File: src/sv/bgti_pkg.sv
// Shared types and constants for the bilinear grid table interpolator.
package bgti_pkg;

    localparam int CFG_IDX_W = 3;

    localparam logic [CFG_IDX_W-1:0] CFG_X_ORIGIN       = 3'd0;
    localparam logic [CFG_IDX_W-1:0] CFG_X_INV_STEP     = 3'd1;
    localparam logic [CFG_IDX_W-1:0] CFG_N_X_CELLS      = 3'd2;
    localparam logic [CFG_IDX_W-1:0] CFG_ALPHA_ORIGIN   = 3'd3;
    localparam logic [CFG_IDX_W-1:0] CFG_ALPHA_INV_STEP = 3'd4;
    localparam logic [CFG_IDX_W-1:0] CFG_N_ALPHA_CELLS  = 3'd5;

    localparam logic ACT_WRITE = 1'b0;
    localparam logic ACT_QUERY = 1'b1;

    // Depths of the command and result queues.
    localparam int MID_DEPTH = 4;
    localparam int MID_CW    = $clog2(MID_DEPTH + 1);
    localparam int OUT_DEPTH = 8;
    localparam int OUT_CW    = $clog2(OUT_DEPTH + 1);

    // Widest fraction carried in the command queue.
    localparam int FRAC_MAX = 24;

    typedef struct packed {
        logic               action;
        logic signed [31:0] alpha_coord;
        logic signed [31:0] x_coord;
        logic [5:0]         entry_alpha_index;
        logic [5:0]         entry_x_index;
        logic signed [31:0] entry_first_value;
        logic signed [31:0] entry_second_value;
    } req_t;

    typedef struct packed {
        logic signed [31:0] first_result;
        logic signed [31:0] second_result;
        logic               in_range;
    } result_t;

    typedef struct packed {
        logic signed [31:0] x_origin;
        logic [31:0]        x_inv_step;
        logic [5:0]         n_x_cells;
        logic signed [31:0] alpha_origin;
        logic [31:0]        alpha_inv_step;
        logic [5:0]         n_alpha_cells;
    } cfg_t;

    // Classified request handed from the front part to the back part.
    typedef struct packed {
        logic                action;
        logic                in_range;
        logic [5:0]          ia;
        logic [5:0]          ix;
        logic [5:0]          ia1;
        logic [5:0]          ix1;
        logic [3:0]          corner_ok; // {a1x1, a1x0, a0x1, a0x0}
        logic [FRAC_MAX-1:0] fa;
        logic [FRAC_MAX-1:0] fx;
        logic [5:0]          wa;
        logic [5:0]          wx;
        logic                w_in_store;
        logic [31:0]         w_first;
        logic [31:0]         w_second;
    } cmd_t;

endpackage

File: src/sv/bgti_fifo.sv
// Small register queue with occupancy count.
module bgti_fifo import bgti_pkg::*; #(
    parameter int WIDTH = 8,
    parameter int DEPTH = 4
) (
    input  logic                         clk,
    input  logic                         rst_n,
    input  logic                         wr_en,
    input  logic [WIDTH-1:0]             wdata,
    input  logic                         rd_en,
    output logic [WIDTH-1:0]             rdata,
    output logic                         is_empty,
    output logic [$clog2(DEPTH+1)-1:0]   count
);
    localparam int PW = (DEPTH > 1) ? $clog2(DEPTH) : 1;
    localparam int CW = $clog2(DEPTH + 1);

    logic [WIDTH-1:0] mem [DEPTH];
    logic [PW-1:0]    wptr_reg, wptr_next, rptr_reg, rptr_next;
    logic [CW-1:0]    count_reg, count_next;

    always_comb
    begin
        wptr_next  = wptr_reg;
        rptr_next  = rptr_reg;
        count_next = count_reg;
        if (wr_en)
        begin
            wptr_next = (wptr_reg == PW'(DEPTH - 1)) ? '0 : wptr_reg + 1'b1;
        end
        if (rd_en)
        begin
            rptr_next = (rptr_reg == PW'(DEPTH - 1)) ? '0 : rptr_reg + 1'b1;
        end
        if (wr_en && !rd_en)
        begin
            count_next = count_reg + 1'b1;
        end
        else if (!wr_en && rd_en)
        begin
            count_next = count_reg - 1'b1;
        end
    end

    always_ff @(posedge clk or negedge rst_n)
    begin
        if (!rst_n)
        begin
            wptr_reg  <= '0;
            rptr_reg  <= '0;
            count_reg <= '0;
        end
        else
        begin
            wptr_reg  <= wptr_next;
            rptr_reg  <= rptr_next;
            count_reg <= count_next;
        end
    end

    always_ff @(posedge clk)
    begin
        if (wr_en)
        begin
            mem[wptr_reg] <= wdata;
        end
    end

    assign rdata    = mem[rptr_reg];
    assign is_empty = (count_reg == '0);
    assign count    = count_reg;
endmodule

File: config.mk
export PLATFORM = sky130hd
export DESIGN_NAME = bgti_fifo
export DESIGN_NICKNAME = d
export VERILOG_FILES = /design/src/sv/bgti_pkg.sv /design/src/sv/bgti_fifo.sv
export SDC_FILE = /design/constraint.sdc
export NUM_CORES = 1
export LEC_CHECK = 0
export ABC_AREA = 1
export BUFFER_PORTS_ARGS = -buffer_cell sky130_fd_sc_hd__buf_2
export CORE_MARGIN = 1.5
export CORE_UTILIZATION = 35
export DETAILED_ROUTE_END_ITERATION = 8
export PLACE_DENSITY = 0.62
export SLEW_MARGIN = 10
export SYNTH_ARGS = -nofsm -noshare
export SYNTH_HDL_FRONTEND = slang
export SYNTH_SLANG_ARGS = --single-unit
File: constraint.sdc
create_clock -name clk -period 2.47 [get_ports clk]
set_clock_uncertainty 0.15 [all_clocks]
set_input_delay 0.494 -clock clk [delete_from_list [all_inputs] [get_ports clk]]
set_output_delay 0.494 -clock clk [all_outputs]
set_load 0.01 [all_outputs]
==> flow_summary.toml, run 1 <==
[timing]
finalSetupViolCount = 0
maxSlewViolCount = 0
hold_ws_ps = 270
post-route-min-period_ps = 2150
final.setup.worst_slack_ps = 317
fmax_mhz = 464
finalHoldViolations = 0
worst_pin_slew_ps = 483
min_period_over_period_pct = 87.2
max-slew-margin-rel_pct = 67.8
rsz0062_at_grt = "no"
fin_setup_tns_ps = 0

[cells_and_area]
fillCellCount = 447
syn2layout_area_growth_pct = 13.9
multi_input_area_sq_um = 412
drive_gt1_share_pct = 18.7
diodes = 0
regArea_sq_um = 1140
largest_reg_flops = 32
fin_util_pct = 41.2
fin_nets = 190

[drt]
ant_nets = 0
viasPerCell = 4.54
drtIter0Drc = 40
drt_first_pass_iters = 4
wirelength_mm = 2.64
wire_per_inst_um = 11.8
vias = 1021
drc = 0

[grt]
grt_usage_pct = 11.7
grt_max_degree = 34
grt_use_met2_pct = 18.3
grt.overflow.total = 0
antenna_found_initial = 0
use_met3_pct = 5.11
grt_pass1_vias = 974
top_usage_layer = "met2"
grt_pass1_wl_mm = 4.43
use_met1_pct = 14.1

[clocking]
clk_latency_ps = 280
ctsLongestPathBuffers = 2
cts_setup_buffers = 0
cts.clk_slew.worst_paths_ps = 70
ctsResizeCount = 0
clock_sinks = 39
cts_tree = "done"
htree_levels = 2
numCtsBuffers = 5
cts_hold_buf = 1
root_buffer = "clkbuf_8"

[synthesis]
synth.top_cell.area_share_pct = 56.6
ys_seq_area_share_pct = 66.9
synth_area_sq_um = 1700
synth_cells = 143
syn_avg_cell_area_sq_um = 11.9
synthTopCellsByArea = "edfxtp_1 57%, dfrtp_1 10%, nand2_1 8.4%, o211ai_1 7.1%, inv_1 6.0%"
syn_nets = 162
ys_types = 17
synth-seq-cells = 39
yosysTopAreaCell = "edfxtp_1"
ys_warn_count = 0

[run]
maxCapViolations = 0

[critical_path]
crit_path_max_fanout = 33
critPathKind = "flop to output pin"
cp.required_ps = 1830
critPathCaptureType = "output pin"
start_kind = "flop"
cp.arrival_ps = 1510

[power]
p_seq_share_pct = 47.2
p_leak_nw = 0.873
power_density_nw_per_um2 = 1050
max-vdd-ir-drop_v = 0.000388
power_mw = 2.03
internal_power_mw = 1.32
swShare_pct = 35.0
clkPwrFrac_pct = 19.3
p_sw_mw = 0.712
p_comb_share_pct = 33.5

[floorplan]
coreArea_sq_um = 4690
fp.dieH_um = 72.7
ioPinCount = 24
die_w_um = 72.7
dieArea_sq_um = 5280
initial_core_util_pct = 36.2
rows = 25

[place]
io_buffers = 23
gp_congestion = 0.673
dp_worst_setup_slack_ps = 600
hpwl_mm = 1.84

[min_path]
hp-class = "input port to flop"

[status]
status = "complete, no violations"
-- cells in the final DEF (no fill, tap or decap), types with 2 or more instances in the layout --
| cell | Yosys | layout |
|---|---|---|
| o211ai_1 | 16 | 16 |
| clkbuf_8 | 0 | 5 |
| edfxtp_1 | 32 | 32 |
| nand2_1 | 38 | 38 |
| inv_2 | 2 | 2 |
| dfrtp_1 | 7 | 7 |
| ha_1 | 6 | 6 |
| buf_2 | 0 | 23 |
| inv_1 | 27 | 27 |
| o21ai_0 | 4 | 4 |
-- area by class of cell --
type | instances | share of cell area (%)
clock buffer | 5 | 3.56
clock inverter | 2 | 0.453
inverter | 29 | 5.63
multi-input combinational | 71 | 21.3
sequential | 39 | 58.7
tap | 54 | 3.49
timing repair buffer | 25 | 6.86
-- metal layers --
layer  routed length, um  vias up  share of wire (%)
met3                 123        6                4.7
met2                1290       20                 49
met4                  36        0                1.4
li1                    -      531                  -
met1                1200      464                 45
met5                   0        -                  0
-- cells by family after synthesis --
logic type,count (synthesis),share of synthesized area (%)
AND/OR/NAND/NOR,42,9.58
flip-flops,39,66.9
buffers and inverters,33,8.84
AO/OA/AOI/OAI,21,8.55
adder cells (fa/ha/maj),7,5.60
XOR/XNOR,1,0.516
-- synthesized netlist by cell type --
| master | n |
|---|---|
| nand2_1 | 38 |
| edfxtp_1 | 32 |
| inv_1 | 27 |
| o211ai_1 | 16 |
| dfrtp_1 | 7 |
| ha_1 | 6 |
| o21ai_0 | 4 |
| buf_6 | 3 |
| inv_2 | 2 |
| a21oi_1 | 1 |
| buf_4 | 1 |
| fa_1 | 1 |
| nand3_1 | 1 |
| nand4_1 | 1 |
| nor2_1 | 1 |
| nor3_1 | 1 |
| xnor2_1 | 1 |
-- critical path, stage by stage (launching register included) --
cell and delay [ps]:
dfrtp_1 410, inv_2 380, nand2_1 110, o211ai_1 110, nand2_1 70, buf_2 140
-- path summary, 6_finish.rpt --
kind | from | to | slack (ps) | depth (start not counted)
max | rptr_reg[0] | rdata[7] | 320 | 5
min | wdata[7] | mem[3][7] | 270 | 1
max reg2reg | wptr_reg[0] | mem[0][3] | 990 | 4
min reg2reg | count[2] | count[2] | 380 | 2
max in group asynchronous | rst_n | wptr_reg[1] | 1590 | 2
min in group asynchronous | rst_n | count[1] | 420 | 2
-- through the flow --
stage                     std cells  instance area (sq um)
after floorplan                 143                   1700
after global placement          217                   1850
after detailed placement        217                   1850
after CTS                       225                   1930
after global routing            225                   1930
final                           225                   1930
-- power by group through the flow --
stage	registers [mW]	clock network (mW)	logic, mW
after global routing	0.983	0.438	0.794
final	0.960	0.392	0.680
after CTS	0.962	0.405	0.703
after detailed placement	0.977	0	0.700
after floorplan	0.963	0	0.500
after global placement	0.973	0	0.682
No activity file was read; power rests on OpenSTA's default activity.
==> run 2: changes to the inputs <==
--- a/config.mk
+++ b/config.mk
@@ -8,9 +8,10 @@
 export ABC_AREA = 1
 export BUFFER_PORTS_ARGS = -buffer_cell sky130_fd_sc_hd__buf_2
 export CORE_MARGIN = 1.5
-export CORE_UTILIZATION = 35
+export CORE_UTILIZATION = 55
 export DETAILED_ROUTE_END_ITERATION = 8
-export PLACE_DENSITY = 0.62
+export PLACE_DENSITY = 0.86
+export SKIP_LAST_GASP = 1
 export SLEW_MARGIN = 10
 export SYNTH_ARGS = -nofsm -noshare
 export SYNTH_HDL_FRONTEND = slang
==> constraint.sdc (replaced) <==
create_clock -name clk -period 2 [get_ports clk]
set_clock_uncertainty 0.15 [all_clocks]
set_input_delay 0.4 -clock clk [delete_from_list [all_inputs] [get_ports clk]]
set_output_delay 0.4 -clock clk [all_outputs]
set_load 0.01 [all_outputs]
==> run 2 against run 1 <==
Against the previous run:
- global-route usage grew 9.2 points
- flip-flop and latch count is the same
- non-clock buffer count grew 1
- largest power group unchanged
==> flow_summary.toml, run 2 (synthesized netlist as in run 1, its figures left out) <==
[place]
gp_congestion = 0.809
placed_area_sq_um = 1820
io_buffers = 23
numPlacedInstances = 194
hpwl_mm = 2.18

[drt]
wirelength_mm = 3.25
vias = 1131
viasPerCell = 5.52
drt_first_pass_iters = 4
drtIter0Drc = 53
wire_per_inst_um = 15.9
drc = 0
ant_nets = 0

[min_path]
hp-class = "input port to flop"
whs_path_depth = 1
min_from = "wdata[2]"

[clocking]
clk_latency_ps = 340
root_buffer = "clkbuf_4"
cts.clk_slew.worst_paths_ps = 110
htree_levels = 2
clock_sinks = 39
ctsLongestPathBuffers = 2
numCtsBuffers = 5
cts_tree = "done"

[cells_and_area]
syn2layout_area_growth_pct = 12.1
fillCellCount = 212
largest_reg_flops = 32
fin_nets = 192
final_common_cell = "nand2_1"
drive_gt1_share_pct = 20.1
fin_area_sq_um = 1900
final_cell_mix = "38 x nand2_1, 32 x edfxtp_1, 27 x inv_1, 23 x buf_2, 16 x o211ai_1"
fin_util_pct = 66.7
fin_cells = 205
diodes = 0

[power]
power_mw = 2.51
max-vdd-ir-drop_v = 0.000834
power_density_nw_per_um2 = 1320
p_leak_nw = 0.871

[critical_path]
crit_top_cell = "nand2_1"
critPathCaptureType = "output pin"
crit_chain = "inv_6 > nand2_1 > o211ai_1 > nand2_1 > buf_2"
crit_buf_inv = 2
r2r_slack_ps = 490
cp-startpoint = "rptr_reg[0]"
cp.required_ps = 1450
start_kind = "flop"
critical-path-top-delay-family = "flip-flops"
reg2reg_depth = 4
critPathKind = "flop to output pin"
timing.rr.start = "wptr_reg[0]"
critPathSlowestCell = "dfrtp_2"
crit_path_max_fanout = 16
cp.arrival_ps = 1360
max_stage_delay_ps = 500
cp_num_cells = 5

[timing]
maxSlewViolCount = 0
finalSetupViolCount = 0
fmax_mhz = 524
finalHoldViolations = 0
min_period_over_period_pct = 95.5
rsz0062_at_grt = "no"
post-route-min-period_ps = 1910
max-slew-margin-rel_pct = 73.3
fin_setup_tns_ps = 0
worst_pin_slew_ps = 400

[floorplan]
coreArea_sq_um = 2850
rows = 19
dieArea_sq_um = 3430
die_w_um = 58.6
initial_core_util_pct = 59.5
ioPinCount = 24
fp.dieH_um = 58.6

[status]
status = "complete, no violations"

[grt]
grt_pass1_vias = 1176
grt_usage_pct = 20.9
grt.overflow.total = 0
grt_max_degree = 34
grt_pass1_wl_mm = 5.11
antenna_found_initial = 0

[run]
maxCapViolations = 0
==> run 2: final timing paths <==
path,endpoint
max reg2reg,mem[2][4]
min,mem[2][2]
max,rdata[7]
max in group asynchronous,rptr_reg[0]
min reg2reg,wptr_reg[0]
min in group asynchronous,rptr_reg[1]
==> run 2: cell type report <==
cell class	count	area (sq um)	area share, %
Sequential cell	39	1140	59.8
Inverter	29	116	6.11
Clock buffer	7	45.0	2.37
Clock inverter	1	5.00	0.263
Timing Repair inverter	1	8.76	0.460
Tap cell	31	38.8	2.04
Timing Repair Buffer	26	140	7.36
Multi-Input combinational cell	71	412	21.6
==> run 2: repair_timing <==
item,in CTS,in global routing
hold buffers,1,0
endpoints found under the hold margin,7,0
resized for setup,2,5
cloned,0,1
endpoints found under the setup margin,8,8
buffers inserted,0,1
pin swaps,0,1
==> run 2: worst register-to-register path, cell delays in order (launching register included) <==
cell and delay [ps]:
dfrtp_1 440, inv_1 100, ha_1 160, nand2_1 50, inv_1 290
==> run 2: metrics by stage <==
step / hold slack (ps) / setup slack, ps
2_1_floorplan: -45.6 / 488
3_3_place_gp: 92.6 / 310
3_5_place_dp: 97.6 / 215
4_1_cts: 122 / 34.1
5_1_grt: 110 / 15.6
6_report: 123 / 90.5
==> run 2: per-layer routing <==
layer  routed length, um  vias up  share of wire, %  global-route usage [%]
met5                   0        -                 0                       0
met4                  55        0               1.7                    8.64
met3                 176        7               5.4                    5.27
met2                1730       40                53                    37.4
met1                1290      545                40                    23.8
li1                    -      539                 -                       -
==> run 2: report_power, final <==
| group | leakage (nW) | internal [mW] | switching (mW) |
|---|---|---|---|
| logic | 0.465 | 0.345 | 0.573 |
| registers | 0.377 | 1.08 | 0.131 |
| clock network | 0.0293 | 0.137 | 0.239 |
